[src/hdl/rbrc_pkg.sv]
// ----------------------------------------------------------------------------
// rbrc_pkg
// Shared types and constants of the record bit rotation cipher.
// ----------------------------------------------------------------------------
package rbrc_pkg;

  localparam int LEN_W   = 5;
  localparam int SHIFT_W = 9;
  localparam int CFG_AW  = 4;

  localparam logic [1:0] REG_RECORD_LENGTH = 2'd0;
  localparam logic [1:0] REG_SHIFT_BITS    = 2'd1;
  localparam logic [1:0] REG_DECRYPT_MODE  = 2'd2;

  typedef enum logic [1:0] {
    ST_IDLE,
    ST_REDUCE,
    ST_LOAD,
    ST_EMIT
  } state_t;

  typedef struct packed {
    logic accept;
    logic load_shift;
    logic reduce;
    logic prime;
    logic load;
    logic emit;
  } dp_cmd_t;

  typedef struct packed {
    logic full;
    logic red_done;
    logic out_free;
    logic last;
  } dp_sts_t;

endpackage

[src/hdl/rbrc_ram.sv]
// ----------------------------------------------------------------------------
// rbrc_ram
// Generic single write port, single read port RAM with registered read.
// ----------------------------------------------------------------------------
module rbrc_ram #(
  parameter int WIDTH = 8,
  parameter int DEPTH = 16,
  parameter int AW    = (DEPTH > 1) ? $clog2(DEPTH) : 1
) (
  input  logic             clk,
  input  logic             wr_en,
  input  logic [AW-1:0]    wr_addr,
  input  logic [WIDTH-1:0] wr_data,
  input  logic             rd_en,
  input  logic [AW-1:0]    rd_addr,
  output logic [WIDTH-1:0] rd_data
);

  logic [WIDTH-1:0] mem [DEPTH];
  logic [WIDTH-1:0] rd_data_r;

  always_ff @(posedge clk) begin
    if (wr_en) begin
      mem[wr_addr] <= wr_data;
    end
    if (rd_en) begin
      rd_data_r <= mem[rd_addr];
    end
  end

  assign rd_data = rd_data_r;

endmodule

[src/hdl/rbrc_ctrl.sv]
// ----------------------------------------------------------------------------
// rbrc_ctrl
// Sequencer: gathers bytes, reduces the shift, then streams the rotated record.
// ----------------------------------------------------------------------------
module rbrc_ctrl
  import rbrc_pkg::*;
(
  input  logic    clk,
  input  logic    rst_n,
  input  logic    in_tvalid,
  output logic    in_tready,
  input  dp_sts_t sts,
  output dp_cmd_t cmd,
  output state_t  state
);

  state_t state_r;
  state_t state_nxt;

  always_ff @(posedge clk) begin
    if (!rst_n) begin
      state_r <= ST_IDLE;
    end else begin
      state_r <= state_nxt;
    end
  end

  always_comb begin
    state_nxt = state_r;
    cmd       = '0;
    in_tready = 1'b0;
    case (state_r)
      ST_IDLE: begin
        in_tready = 1'b1;
        if (in_tvalid) begin
          cmd.accept = 1'b1;
          if (sts.full) begin
            cmd.load_shift = 1'b1;
            state_nxt      = ST_REDUCE;
          end
        end
      end
      ST_REDUCE: begin
        if (sts.red_done) begin
          cmd.prime = 1'b1;
          state_nxt = ST_LOAD;
        end else begin
          cmd.reduce = 1'b1;
        end
      end
      ST_LOAD: begin
        cmd.load  = 1'b1;
        state_nxt = ST_EMIT;
      end
      ST_EMIT: begin
        if (sts.out_free) begin
          cmd.emit = 1'b1;
          if (sts.last) begin
            state_nxt = ST_IDLE;
          end
        end
      end
      default: begin
        state_nxt = ST_IDLE;
      end
    endcase
  end

  assign state = state_r;

endmodule

[src/hdl/rbrc_dp.sv]
// ----------------------------------------------------------------------------
// rbrc_dp
// Datapath: record store, shift reduction, byte-wise rotation and output stage.
// ----------------------------------------------------------------------------
module rbrc_dp
  import rbrc_pkg::*;
#(
  parameter int RECORD_MAX = 16
) (
  input  logic                      clk,
  input  logic                      rst_n,
  input  dp_cmd_t                   cmd,
  output dp_sts_t                   sts,
  input  logic [LEN_W-1:0]          cfg_len,
  input  logic signed [SHIFT_W-1:0] cfg_shift,
  input  logic                      cfg_dec,
  input  logic [7:0]                in_byte,
  input  logic                      out_ready,
  output logic                      out_valid,
  output logic [7:0]                out_byte,
  output logic                      out_last
);

  localparam int AW = (RECORD_MAX > 1) ? $clog2(RECORD_MAX) : 1;
  localparam int FW = $clog2(RECORD_MAX + 1);
  localparam int LW = FW + 3;
  localparam int SW = (LW + 2 > 10) ? LW + 2 : 10;

  logic [FW-1:0]        len_eff;
  logic [FW-1:0]        len_m1;
  logic [LW-1:0]        nbits;
  logic signed [SW-1:0] nbits_s;
  logic signed [SW-1:0] shift_ext;
  logic signed [SW-1:0] shift_init;
  logic [LW-1:0]        rot;
  logic [LW-1:0]        start_full;
  logic [AW-1:0]        start_addr;
  logic [AW-1:0]        rd_addr;
  logic                 rd_en;
  logic [7:0]           rd_data;
  logic [15:0]          pair;
  logic [15:0]          pair_sh;

  logic [FW-1:0]        fill_r;
  logic signed [SW-1:0] shift_r;
  logic [AW-1:0]        rd_addr_r;
  logic [AW-1:0]        cnt_r;
  logic [7:0]           prev_r;
  logic                 out_valid_r;
  logic [7:0]           out_byte_r;
  logic                 out_last_r;

  function automatic logic [AW-1:0] next_addr(input logic [AW-1:0] a,
                                               input logic [FW-1:0] lm1);
    logic [AW-1:0] n;
    if (FW'(a) == lm1) begin
      n = '0;
    end else begin
      n = a + AW'(1);
    end
    return n;
  endfunction

  always_comb begin
    if (cfg_len == '0) begin
      len_eff = FW'(1);
    end else if (32'(cfg_len) > RECORD_MAX) begin
      len_eff = FW'(RECORD_MAX);
    end else begin
      len_eff = FW'(cfg_len);
    end
  end

  assign len_m1     = len_eff - FW'(1);
  assign nbits      = {len_eff, 3'b000};
  assign nbits_s    = $signed(SW'(nbits));
  assign shift_ext  = SW'(cfg_shift);
  assign shift_init = cfg_dec ? -shift_ext : shift_ext;

  assign rot        = shift_r[LW-1:0];
  assign start_full = LW'(len_eff) - LW'(1) - LW'(rot[LW-1:3]);
  assign start_addr = start_full[AW-1:0];

  assign rd_en   = cmd.prime | cmd.load | cmd.emit;
  assign rd_addr = cmd.prime ? start_addr : rd_addr_r;

  rbrc_ram #(
    .WIDTH (8),
    .DEPTH (RECORD_MAX)
  ) u_store (
    .clk     (clk),
    .wr_en   (cmd.accept),
    .wr_addr (fill_r[AW-1:0]),
    .wr_data (in_byte),
    .rd_en   (rd_en),
    .rd_addr (rd_addr),
    .rd_data (rd_data)
  );

  assign pair    = {prev_r, rd_data};
  assign pair_sh = pair >> rot[2:0];

  assign sts.full     = ((FW+1)'(fill_r) + (FW+1)'(1)) >= (FW+1)'(len_eff);
  assign sts.red_done = !shift_r[SW-1] && (shift_r < nbits_s);
  assign sts.out_free = !out_valid_r || out_ready;
  assign sts.last     = (FW'(cnt_r) == len_m1);

  always_ff @(posedge clk) begin
    if (!rst_n) begin
      fill_r      <= '0;
      out_valid_r <= 1'b0;
    end else begin
      if (cmd.accept) begin
        fill_r <= sts.full ? '0 : fill_r + FW'(1);
      end
      if (cmd.emit) begin
        out_valid_r <= 1'b1;
      end else if (out_ready) begin
        out_valid_r <= 1'b0;
      end
    end
  end

  always_ff @(posedge clk) begin
    if (cmd.load_shift) begin
      shift_r <= shift_init;
    end else if (cmd.reduce) begin
      shift_r <= shift_r[SW-1] ? shift_r + nbits_s : shift_r - nbits_s;
    end
    if (rd_en) begin
      rd_addr_r <= next_addr(rd_addr, len_m1);
    end
    if (cmd.load || cmd.emit) begin
      prev_r <= rd_data;
    end
    if (cmd.prime) begin
      cnt_r <= '0;
    end else if (cmd.emit) begin
      cnt_r <= cnt_r + AW'(1);
    end
    if (cmd.emit) begin
      out_byte_r <= pair_sh[7:0];
      out_last_r <= sts.last;
    end
  end

  assign out_valid = out_valid_r;
  assign out_byte  = out_byte_r;
  assign out_last  = out_last_r;

endmodule

[src/hdl/record_bit_rotation_cipher.sv]
// ----------------------------------------------------------------------------
// record_bit_rotation_cipher
// Gathers bytes into records and emits each record bit-rotated, one byte a
// cycle while the receiver is ready. A byte that does not complete a record
// leaves the input ready for the next byte. After the last byte of a record
// is accepted, the shift is reduced into range, the first byte is read and
// loaded, and the rotated bytes are emitted; input stays stalled until the
// last byte of the record is emitted, also while the receiver holds off.
// Synchronous active-low reset clears the fill count, output valid, the
// sequencer and the registers to length 1, shift 0, encrypt.
// ----------------------------------------------------------------------------
module record_bit_rotation_cipher
  import rbrc_pkg::*;
#(
  parameter int RECORD_MAX = 16
) (
  input  logic              clk,
  input  logic              rst_n,
  // in_tdata: [7:0] byte_in
  input  logic              in_tvalid,
  output logic              in_tready,
  input  logic [7:0]        in_tdata,
  // out_tdata: [7:0] byte_out; out_tlast: record_end
  output logic              out_tvalid,
  input  logic              out_tready,
  output logic [7:0]        out_tdata,
  output logic              out_tlast,
  input  logic              cfg_psel,
  input  logic              cfg_penable,
  input  logic              cfg_pwrite,
  input  logic [CFG_AW-1:0] cfg_paddr,
  input  logic [31:0]       cfg_pwdata,
  output logic [31:0]       cfg_prdata,
  output logic              cfg_pready
);

  logic [LEN_W-1:0]          len_r;
  logic signed [SHIFT_W-1:0] shift_r;
  logic                      dec_r;
  logic                      cfg_wr;
  logic [1:0]                cfg_idx;
  dp_cmd_t                   cmd;
  dp_sts_t                   sts;
  state_t                    state;

  assign cfg_pready = 1'b1;
  assign cfg_wr     = cfg_psel & cfg_penable & cfg_pwrite & cfg_pready;
  assign cfg_idx    = cfg_paddr[3:2];

  always_ff @(posedge clk) begin
    if (!rst_n) begin
      len_r   <= LEN_W'(1);
      shift_r <= '0;
      dec_r   <= 1'b0;
    end else if (cfg_wr) begin
      case (cfg_idx)
        REG_RECORD_LENGTH: len_r   <= cfg_pwdata[LEN_W-1:0];
        REG_SHIFT_BITS:    shift_r <= $signed(cfg_pwdata[SHIFT_W-1:0]);
        REG_DECRYPT_MODE:  dec_r   <= cfg_pwdata[0];
        default: begin
        end
      endcase
    end
  end

  always_comb begin
    case (cfg_idx)
      REG_RECORD_LENGTH: cfg_prdata = {{(32-LEN_W){1'b0}}, len_r};
      REG_SHIFT_BITS:    cfg_prdata = {{(32-SHIFT_W){shift_r[SHIFT_W-1]}}, shift_r};
      REG_DECRYPT_MODE:  cfg_prdata = {31'b0, dec_r};
      default:           cfg_prdata = '0;
    endcase
  end

  rbrc_ctrl u_ctrl (
    .clk       (clk),
    .rst_n     (rst_n),
    .in_tvalid (in_tvalid),
    .in_tready (in_tready),
    .sts       (sts),
    .cmd       (cmd),
    .state     (state)
  );

  rbrc_dp #(
    .RECORD_MAX (RECORD_MAX)
  ) u_dp (
    .clk       (clk),
    .rst_n     (rst_n),
    .cmd       (cmd),
    .sts       (sts),
    .cfg_len   (len_r),
    .cfg_shift (shift_r),
    .cfg_dec   (dec_r),
    .in_byte   (in_tdata),
    .out_ready (out_tready),
    .out_valid (out_tvalid),
    .out_byte  (out_tdata),
    .out_last  (out_tlast)
  );

  a_full_stalls_input: assert property (@(posedge clk) disable iff (!rst_n)
    (in_tvalid && in_tready && sts.full) |=> !in_tready)
    else $error("input not stalled after a record completed");

  a_result_from_emit: assert property (@(posedge clk) disable iff (!rst_n)
    $rose(out_tvalid) |-> $past(state == ST_EMIT))
    else $error("result appeared outside the emit phase");

  a_emit_not_idle: assert property (@(posedge clk) disable iff (!rst_n)
    (state == ST_EMIT && sts.out_free && sts.last) |=> (state == ST_IDLE && out_tlast))
    else $error("last byte of a record not flagged");

endmodule

[config.mk]
export PLATFORM = sky130hd
export DESIGN_NAME = record_bit_rotation_cipher
export DESIGN_NICKNAME = d
export VERILOG_FILES = /design/src/hdl/rbrc_pkg.sv /design/src/hdl/rbrc_ram.sv /design/src/hdl/rbrc_ctrl.sv /design/src/hdl/rbrc_dp.sv /design/src/hdl/record_bit_rotation_cipher.sv
export SDC_FILE = /design/constraint.sdc
export NUM_CORES = 1
export LEC_CHECK = 0
export ABC_AREA = 1
export BUFFER_PORTS_ARGS = -buffer_cell sky130_fd_sc_hd__buf_2
export CAP_MARGIN = 20
export CORE_MARGIN = 3
export CORE_UTILIZATION = 60
export DETAILED_ROUTE_END_ITERATION = 8
export MAX_ROUTING_LAYER = met4
export PLACE_DENSITY = 0.8
export SLEW_MARGIN = 40
export SYNTH_ARGS = -nofsm -noshare
export SYNTH_HDL_FRONTEND = slang
export SYNTH_HIERARCHICAL = 1
export SYNTH_SLANG_ARGS = --single-unit
[constraint.sdc]
create_clock -name clk -period 10.11 [get_ports clk]
set_input_delay 2.022 -clock clk [delete_from_list [all_inputs] [get_ports clk]]
set_output_delay 2.022 -clock clk [all_outputs]
set_load 0.03 [all_outputs]
## After elaboration in Yosys (flattened, before gate mapping)

Memories as Yosys holds them, arrays and structs flattened. A register that Yosys moved wholly into a read port is not among the register bits.
Index checks and enable logic that the tools add are counted.

- Flip-flop bits (word level): 58
- Bits in latches: 0
- Memory bits (writable): 128
- ROM bits: 0
- Output and inout port bits: 44
- Logic and storage cells: 86
- Memories: 1

Memories:

| name | words | bits a word | read ports | clocked after memory_dff | write ports | RTL line | source |
|---|---|---|---|---|---|---|---|
| u_dp.u_store.mem | 16 | 8 | 1 | 1 | 1 | rbrc_ram.sv:19 | `logic [WIDTH-1:0] mem [DEPTH];` |

- Add/subtract/negate cells: 10
- Multiply operators: 0
- Div/mod/pow operators: 0
- $lt $le $gt $ge: 3
- Eq/ne operators: 12
- Shift-type cells: 1
- Multiplexer cells: 29
- Bitwise operators: 4
- Reduce and logical (&&, ||, !) cells: 14

Operators by type and width:

| cell | number |
|---|---|
| $pmux W32 S3 | 1 |
| $mux W10 | 4 |
| $mux W2 | 8 |
| $shr A16 B3 Y8 | 1 |
| $mux W5 | 3 |
| $mux W1 | 11 |
| $add A10 B9 Y10 | 1 |
| $eq A4 B5 Y1 | 2 |
| $lt A10 B9 Y1 | 1 |
| $neg A9 Y10 | 1 |
| $sub A10 B9 Y10 | 1 |
| $add A4 B1 Y4 const B | 2 |
| $ne A2 B2 Y1 const B | 4 |
| $pmux W2 S4 | 1 |
| $add A5 B1 Y6 const B | 1 |
| $eq A2 B2 Y1 const B | 3 |
| $ge A6 B5 Y1 | 1 |
| $reduce_and A2 Y1 | 3 |
| $add A5 B1 Y5 const B | 1 |
| $gt A5 B5 Y1 const B | 1 |
| $logic_not A5 Y1 | 1 |
| $reduce_and A5 Y1 | 1 |
| $sub A5 B1 Y5 const B | 1 |
| $eq A2 B1 Y1 const B | 2 |
| other kinds (11) | 17 |

## Depth between registers and ports, before layout

Gate-level depths: netlist (run 1).

- Depth after elaboration: 9
- Gate-level depth with buffers: 26
- Depth with buffers taken out: 24

## Cells and area by module

Netlist (run 1), hierarchy kept.

Modules (own cells, without submodules):

| module | instances | cells an instance | area each (um2) | sequential area each (um2) |
|---|---|---|---|---|
| rbrc_ram | 1 | 551 | 5853.1 | 4083.9 |
| rbrc_dp | 1 | 434 | 3238.1 | 1101.1 |
| record_bit_rotation_cipher | 1 | 140 | 933.4 | 300.3 |
| rbrc_ctrl | 1 | 37 | 269.0 | 40.0 |

## Least setup slack after synthesis (run 1)

OpenSTA, ideal clock, no wires.

- Path kind: input to output
- Start point: in cfg_paddr[3]
- End point: out cfg_prdata[10]
- Arrival: 3611 ps
- Data required time: 8088 ps
- Path slack: 4477 ps
- Stages: 4
- Buffers on the path: 1
- Cell sequence: inv_2 -> nand2_2 -> nor2_1 -> buf_4

- Word-level cells in the longest chain between the ends: 2
- Elaborated cells on any way between the ends: 4

Ends and longest elaborated chain:

| element | RTL line | source |
|---|---|---|
| start: declaration | record_bit_rotation_cipher.sv:31 | `input logic [CFG_AW-1:0] cfg_paddr,` |
| $eq A2 B2 Y1, or another cell as far along | record_bit_rotation_cipher.sv:67 | `case (cfg_idx)` |
| $pmux W32 S3 (*) | record_bit_rotation_cipher.sv:67 |  |
| end: declaration | record_bit_rotation_cipher.sv:33 | `output logic [31:0] cfg_prdata,` |

Mark *: on every way between the ends. The rest lies on a longest branch, timed or not.

==> results.py, run 1 <==
metrics = {
    "clock_network": {
        "cts_root_buf": "clkbuf_16",
        "cts_max_path_buffers": 2,
        "h-tree-depth": 4,
        "clk_latency_ns": 0.45,
        "cts_tree": "built",
        "cts_setup_buffers": 0,
        "clkTransAtPathRegs_ns": 0.08,
        "cts.sinks": 193,
        "cts_buffers": 17,
        "postCtsHoldBufs": 0,
        "cts_resized": 0,
    },
    "global_route": {
        "grt_usage_pct": 25.1,
        "grt_pass1_vias": 6990,
        "grt_start_max_net_pins": 70,
        "antenna_found_initial": 0,
        "grt_pass1_wl_um": 35100,
        "grt.overflow.total": 0,
    },
    "sta": {
        "hold_viol_final": 0,
        "fin_setup_tns_ns": 0,
        "clock_skew_ns": 0.0136,
        "setup_violations": 0,
        "min_period_over_period_pct": 51.7,
        "rsz0062_at_grt": "no",
        "post-route-min-period_ns": 5.23,
        "worstMarginPinSlew_ns": 0.854,
        "slew_viol_final": 0,
        "slew_headroom_pct": 42.8,
        "max_freq_mhz": 191,
    },
    "floorplanning": {
        "die_area_sq_mm": 0.0188,
        "rows": 47,
        "io_pins": 95,
        "initial_core_util_pct": 61.6,
        "die_height_um": 137,
        "die_w_um": 137,
        "core_sq_mm": 0.0167,
    },
    "synth": {
        "synth_edf_count": 166,
        "syn_nets": 1245,
        "post-synth-top-count-cell": "nand2_1",
        "async_flop_share_pct": 0,
        "synth_common_cells": "nand2_1 (293), inv_1 (184), edfxtp_1 (166)",
        "synthTopCellsByArea": "edfxtp_1 (48%), nand2_1 (11%), nand3_1 (7.3%)",
        "ys_seq_area_share_pct": 53.7,
        "synth_area_sq_mm": 0.0103,
        "yosysTopAreaCell": "edfxtp_1",
        "synth_ff_type": "edfxtp_1",
        "avgSynthCellArea_sq_um": 8.86,
        "netlist_instances": 1162,
        "yosys.area.top_type_share_pct": 48.4,
        "yosysWarningCount": 6,
        "ys_seq_elements": 193,
        "yosysUniqueCellTypes": 42,
    },
    "worst_hold_path": {
        "whs_endpoint": "u_dp/prev_r[0]",
        "min_from": "u_dp/u_store/rd_data[0]",
        "hold_class": "reg2reg",
        "whs_path_depth": 0,
    },
    "route": {
        "routed_via_density": 5.50,
        "vias": 7829,
        "drt-initial-drc-count": 729,
        "drtPass1Iterations": 6,
        "antenna_left": 0,
        "drc": 0,
        "wire_per_inst_um": 15.7,
        "drt-total-wl_um": 22300,
    },
    "setup_path": {
        "regToRegStartpoint": "len_r[2]",
        "crit_family": "simple AND/OR/NAND/NOR gates",
        "crit_top_cell": "nand2_1",
        "critPathLaunchType": "register",
        "slowest_delay_ns": 0.60,
        "crit_arrival_ns": 5.43,
        "worstSetupPathDepth": 24,
        "cp_cell_sequence": "nor2_2, nand2_2, nand2_4, inv_2, nor2_1, inv_1, ha_1, nand3_1, nand2_1, a21oi_1, o21ai_0, nor2_1, nand2_1, inv_1, nand2_1, nand2_2, buf_4, inv_4, nand2_1, nand2_1, nand2_1, nand3_1, nand3_1, nand2_1",
        "critical_path.slowest_cell": "buf_4",
        "critical_path_class": "reg2reg",
        "rr_worst_depth": 24,
        "crit_fanout": 69,
        "cp.required_ns": 10.31,
        "reg2reg_to": "u_dp/u_store/rd_data[5]",
        "reg2reg_setup_slack_ns": 4.88,
        "endpoint_kind": "register",
        "worstPathBufferInverterCount": 5,
    },
    "cells_and_area": {
        "syn2layout_area_growth_pct": 8.27,
        "post-route-util_pct": 66.7,
        "drive_gt1_share_pct": 12.5,
        "n_antenna_cell": 0,
        "fill_cells": 1280,
        "fin_nets": 1273,
        "seq_area_sq_mm": 0.00553,
        "multi_input_area_sq_mm": 0.00358,
    },
    "power_and_ir_drop": {
        "ir_drop_mv": 0.147,
        "leakagePower_nw": 5.04,
        "p_per_area_mw_per_mm2": 255,
    },
    "place": {
        "gp_congestion": 0.909,
        "port_buffers": 68,
        "dp_hpwl_um": 14700,
    },
    "outcome": {
        "status": "complete, no violations",
    },
    "run": {
        "drv_cap": 0,
    },
}
==> layout make-up <==
class	instances	area share [%]
timing repair buffer	71	3.26
clock inverter	15	1.81
multi-input combinational	709	32.1
inverter	198	6.94
tap	220	2.47
clock buffer	17	3.82
sequential	193	49.6
==> sequential cells by signal, summed over array words and instances (netlist names) <==
| register | flops |
|---|---|
| u_dp/shift_r | 10 |
| dec_r | 1 |
| u_dp/u_store/mem | 128 |
| shift_r | 9 |
| u_dp/out_valid | 1 |
| u_dp/out_byte | 8 |
| u_dp/cnt_r | 4 |
| u_dp/prev_r | 7 |
| len_r | 5 |
| u_dp/out_last | 1 |
| u_dp/rd_addr_r | 4 |
| u_ctrl/state | 2 |
| u_dp/u_store/rd_data | 8 |
| u_dp/fill_r | 5 |
==> report_power, final <==
group | total, mW | leakage, nW | switching, mW | internal [mW]
logic | 1.10 | 3.00 | 0.764 | 0.338
registers | 1.06 | 1.73 | 0.0524 | 1.00
clock network | 0.686 | 0.303 | 0.345 | 0.341
==> routing by layer <==
layer / global-route usage (%) / routed length, um / vias up
li1: - / - / 3794
met1: 32.2 / 9270 / 3622
met2: 40.8 / 10900 / 368
met3: 4.38 / 1700 / 45
met4: 7.98 / 472 / 0
met5: - / 0 / -
==> placed cells by master, fill, tap and decap left out, types with 3 or more instances in the layout <==
master     instances
buf_2             68
o21ai_0           33
a22o_1             4
clkbuf_16         17
inv_8              4
nand3_2            3
nand2_4            3
o21ai_1            4
nand2_1          292
mux2i_1            7
nor3_1             4
inv_6              3
nand2_2           15
xor2_1             6
clkinv_8           7
ha_1              29
nor2_2             7
a21oi_1           36
or2_1              3
inv_2              9
nand3_1          150
edfxtp_1         166
fa_1               3
dfxtp_1           27
nand4_1           12
buf_4              3
nand3b_1           3
nor2_1            75
inv_1            184
==> logic make-up (layout without fill, tap and decap cells) <==
kind of cell	Yosys count	count (layout)	share of synthesized area, %
AND/OR/NAND/NOR	574	574	24.5
buffers and inverters	260	301	11.7
flip-flops	193	193	53.7
AO/OA/AOI/OAI	88	88	4.72
adder cells (fa/ha/maj)	32	32	4.11
XOR/XNOR	7	7	0.596
multiplexers	7	7	0.681
other	1	1	0.0364
==> worst max path at each step <==
stage                  from                 endpoint
2_1_floorplan  cfg_paddr[3]           cfg_prdata[10]
3_3_place_gp   cfg_paddr[3]           cfg_prdata[16]
3_5_place_dp   cfg_paddr[3]           cfg_prdata[16]
4_1_cts        cfg_paddr[3]           cfg_prdata[16]
5_1_grt            len_r[2]  u_dp/u_store/rd_data[5]
6_report           len_r[2]  u_dp/u_store/rd_data[5]
==> metrics by stage <==
step	power, mW	hold slack, ns	std cells	instance area, sq um	worst slack [ns]
final	2.85	0.460	1423	11100	4.88
after global placement	2.11	0.435	1391	10500	4.59
after detailed placement	2.14	0.440	1391	10500	4.86
after global routing	3.02	0.464	1423	11100	4.37
after CTS	2.83	0.458	1423	11100	4.86
after floorplan	1.91	0.427	1162	10300	4.48
No activity file was read; power rests on OpenSTA's default activity.
==> run 2, diff against run 1 <==
--- a/config.mk
+++ b/config.mk
@@ -5,11 +5,11 @@
 export SDC_FILE = /design/constraint.sdc
 export NUM_CORES = 1
 export LEC_CHECK = 0
-export ABC_AREA = 1
+export ABC_AREA = 0
 export BUFFER_PORTS_ARGS = -buffer_cell sky130_fd_sc_hd__buf_2
 export CAP_MARGIN = 20
 export CORE_MARGIN = 3
-export CORE_UTILIZATION = 60
+export CORE_UTILIZATION = 59
 export DETAILED_ROUTE_END_ITERATION = 8
 export MAX_ROUTING_LAYER = met4
 export PLACE_DENSITY = 0.8
==> constraint.sdc (replaced) <==
create_clock -name clk -period 5.35 [get_ports clk]
set_input_delay 1.07 -clock clk [delete_from_list [all_inputs] [get_ports clk]]
set_output_delay 1.07 -clock clk [all_outputs]
set_load 0.03 [all_outputs]
==> run 2 against run 1 <==
Fmax rose by 14%. Total power rose by 61%. Final area fell by 8.2%. Area after synthesis fell by 9.6%. Core utilization rose by 0.060 points. Sequential share of layout area rose by 4.4 points.
==> results.py, run 2 <==
metrics = {
    "outcome": {
        "status": "complete, no violations",
    },
    "route": {
        "drc": 0,
        "routed_via_density": 5.95,
        "drt-initial-drc-count": 503,
        "antenna_left": 0,
        "vias": 5529,
        "wire_per_inst_um": 19.8,
        "drt-total-wl_um": 18400,
        "drtPass1Iterations": 5,
    },
    "cells_and_area": {
        "reg.largest.list": "u_dp/u_store/mem x128, u_dp/shift_r x10, shift_r x9",
        "post-route-util_pct": 66.8,
        "final_cell_area_sq_mm": 0.0102,
        "syn2layout_area_growth_pct": 9.86,
        "regMostFlops": "u_dp/u_store/mem",
        "drive_gt1_share_pct": 21.3,
        "seq_area_sq_mm": 0.00553,
        "fill_cells": 1068,
        "mostFrequentLayoutCells": "edfxtp_1 (166), buf_2 (68), nand2_1 (62), mux2i_1 (34), nor2_1 (32)",
        "fin_nets": 788,
        "n_antenna_cell": 0,
        "largest_reg_flops": 128,
        "multi_input_area_sq_mm": 0.00336,
        "final_cells": 929,
        "final_common_cell": "edfxtp_1",
    },
    "clock_network": {
        "cts_buffers": 17,
        "cts_tree": "built",
        "cts_max_path_buffers": 2,
        "cts.sinks": 193,
        "clk_latency_ns": 0.45,
        "postCtsHoldBufs": 0,
        "clkTransAtPathRegs_ns": 0.08,
        "cts_setup_buffers": 0,
        "cts_root_buf": "clkbuf_16",
        "h-tree-depth": 4,
        "cts_resized": 0,
    },
    "synth": {
        "yosys.area.top_type_share_pct": 53.5,
        "netlist_instances": 663,
        "avgSynthCellArea_sq_um": 14.0,
        "synth_edf_count": 166,
        "yosysUniqueCellTypes": 65,
        "ys_seq_area_share_pct": 59.3,
        "synthTopCellsByArea": "edfxtp_1 (54%), dfxtp_1 (5.8%), mux4_2 (5.1%)",
        "ys_seq_elements": 193,
        "synthSimpleGateAreaFrac_pct": 9.56,
        "post-synth-top-count-cell": "edfxtp_1",
        "yosysWarningCount": 6,
        "synth.area.mux_share_pct": 13.0,
        "async_flop_share_pct": 0,
        "yosysTopAreaCell": "edfxtp_1",
        "yosys.area_share.adder_pct": 4.54,
        "synth_common_cells": "edfxtp_1 (166), nand2_1 (62), mux2i_1 (34)",
        "synth_top_family_by_area": "multiplexers",
        "synth-compound-area-share_pct": 5.97,
        "synth_xor_area_share_pct": 2.71,
        "synth_ff_type": "edfxtp_1",
        "synth_area_sq_mm": 0.00931,
        "syn_nets": 746,
    },
    "sta": {
        "slew_headroom_pct": 42.1,
        "min_period_over_period_pct": 86.1,
        "fin_hold_ws_ns": 0.472,
        "hold_viol_final": 0,
        "rsz0062_at_grt": "no",
        "clock_skew_ns": 0.0105,
        "max_freq_mhz": 217,
        "post-route-min-period_ns": 4.60,
        "worst_slack_ns": 0.746,
        "fin_setup_tns_ns": 0,
        "slew_viol_final": 0,
        "worstMarginPinSlew_ns": 0.864,
        "setup_violations": 0,
    },
    "setup_path": {
        "endpoint_kind": "register",
        "critical_path.slowest_cell": "nor4b_1",
        "regToRegStartpoint": "len_r[4]",
        "crit_family": "simple AND/OR/NAND/NOR gates",
        "crit_top_cell": "nand2_1",
        "worstPathBufferInverterCount": 4,
        "crit_fanout": 34,
        "reg2reg_to": "u_dp/u_store/rd_data[4]",
        "rr_worst_depth": 15,
        "slowest_delay_ns": 0.56,
        "cp_cell_sequence": "inv_2, nand2_1, ha_1, a21oi_1, a21boi_1, o21ai_1, nor4b_1, and2_1, buf_4, mux2i_1, clkinv_1, buf_12, mux4_1, a22oi_1, nand2_1",
        "cp.required_ns": 5.54,
        "critPathLaunchType": "register",
        "crit_arrival_ns": 4.80,
        "reg2reg_setup_slack_ns": 0.75,
        "critical_path_class": "reg2reg",
    },
    "run": {
        "drv_cap": 0,
    },
    "global_route": {
        "grt_usage_pct": 22.1,
        "grt_pass1_wl_um": 28600,
        "antenna_found_initial": 0,
        "grt.overflow.total": 0,
        "grt_pass1_vias": 5396,
        "grt_start_max_net_pins": 35,
    },
    "power_and_ir_drop": {
        "switching_share_pct": 33.0,
        "leakagePower_nw": 3.75,
        "switchingPower_mw": 1.51,
        "p_per_area_mw_per_mm2": 448,
        "combPwrFrac_pct": 29.9,
        "p_int_mw": 3.07,
        "total_power_mw": 4.59,
        "seqPwrFrac_pct": 43.1,
        "ir_drop_mv": 0.379,
        "clockPowerShare_pct": 27.1,
    },
    "place": {
        "gp_congestion": 0.911,
        "port_buffers": 68,
        "placed_area_sq_mm": 0.00964,
        "dp_hpwl_um": 12100,
        "place_inst": 897,
        "dp_slack_ns": 0.868,
    },
    "floorplanning": {
        "io_pins": 95,
        "rows": 45,
        "die_area_sq_mm": 0.0173,
        "core_sq_mm": 0.0153,
        "initial_core_util_pct": 60.8,
        "die_height_um": 132,
        "die_w_um": 132,
    },
    "worst_hold_path": {
        "whs_path_depth": 0,
        "hold_class": "reg2reg",
        "whs_endpoint": "u_dp/prev_r[0]",
        "min_from": "u_dp/u_store/rd_data[0]",
    },
}
==> run 2: how the worst max path moves through the flow <==
stage                        start                      end  slack [ns]  depth (start not counted)
final                     len_r[4]  u_dp/u_store/rd_data[4]        0.75                         15
after global routing      len_r[4]  u_dp/u_store/rd_data[4]        0.40                         15
after CTS                 len_r[4]  u_dp/u_store/rd_data[5]        0.74                         15
after detailed placement  len_r[4]  u_dp/u_store/rd_data[3]        0.87                         15
after global placement    len_r[4]  u_dp/u_store/rd_data[3]        0.94                         15
after floorplan           len_r[4]  u_dp/u_store/rd_data[1]        1.78                         16
==> run 2: cells by family after synthesis <==
| group | count (synthesis) |
|---|---|
| DFF | 193 |
| and+or+nand+nor | 177 |
| AOI/OAI and AO/OA | 83 |
| buffers and inverters | 77 |
| muxes | 72 |
| adders and majority gates | 32 |
| xor gates and xnor gates | 28 |
| other | 1 |
==> run 2: power by group through the flow <==
stage	registers, mW	logic, mW	clock network [mW]
final	1.98	1.37	1.24
after global placement	2.00	1.29	0
after CTS	1.98	1.37	1.27
after detailed placement	2.01	1.34	0
after global routing	2.00	1.48	1.32
after floorplan	1.97	1.07	0
==> run 2: final cells by class <==
cell class | instances | share of cell area, %
inverter | 26 | 0.954
clock buffer | 17 | 4.16
multi-input combinational | 393 | 32.8
sequential | 193 | 54.0
timing repair buffer | 74 | 3.89
clock inverter | 15 | 1.58
tap | 211 | 2.58
==> run 2: layer usage <==
metal / routed length [um] / share of wire [%] / global-route usage, %
met1: 7430 / 40 / 27.1
met2: 9250 / 50 / 35.8
met3: 1420 / 7.7 / 6.32
met4: 295 / 1.6 / 7.12
met5: 0 / 0 / -
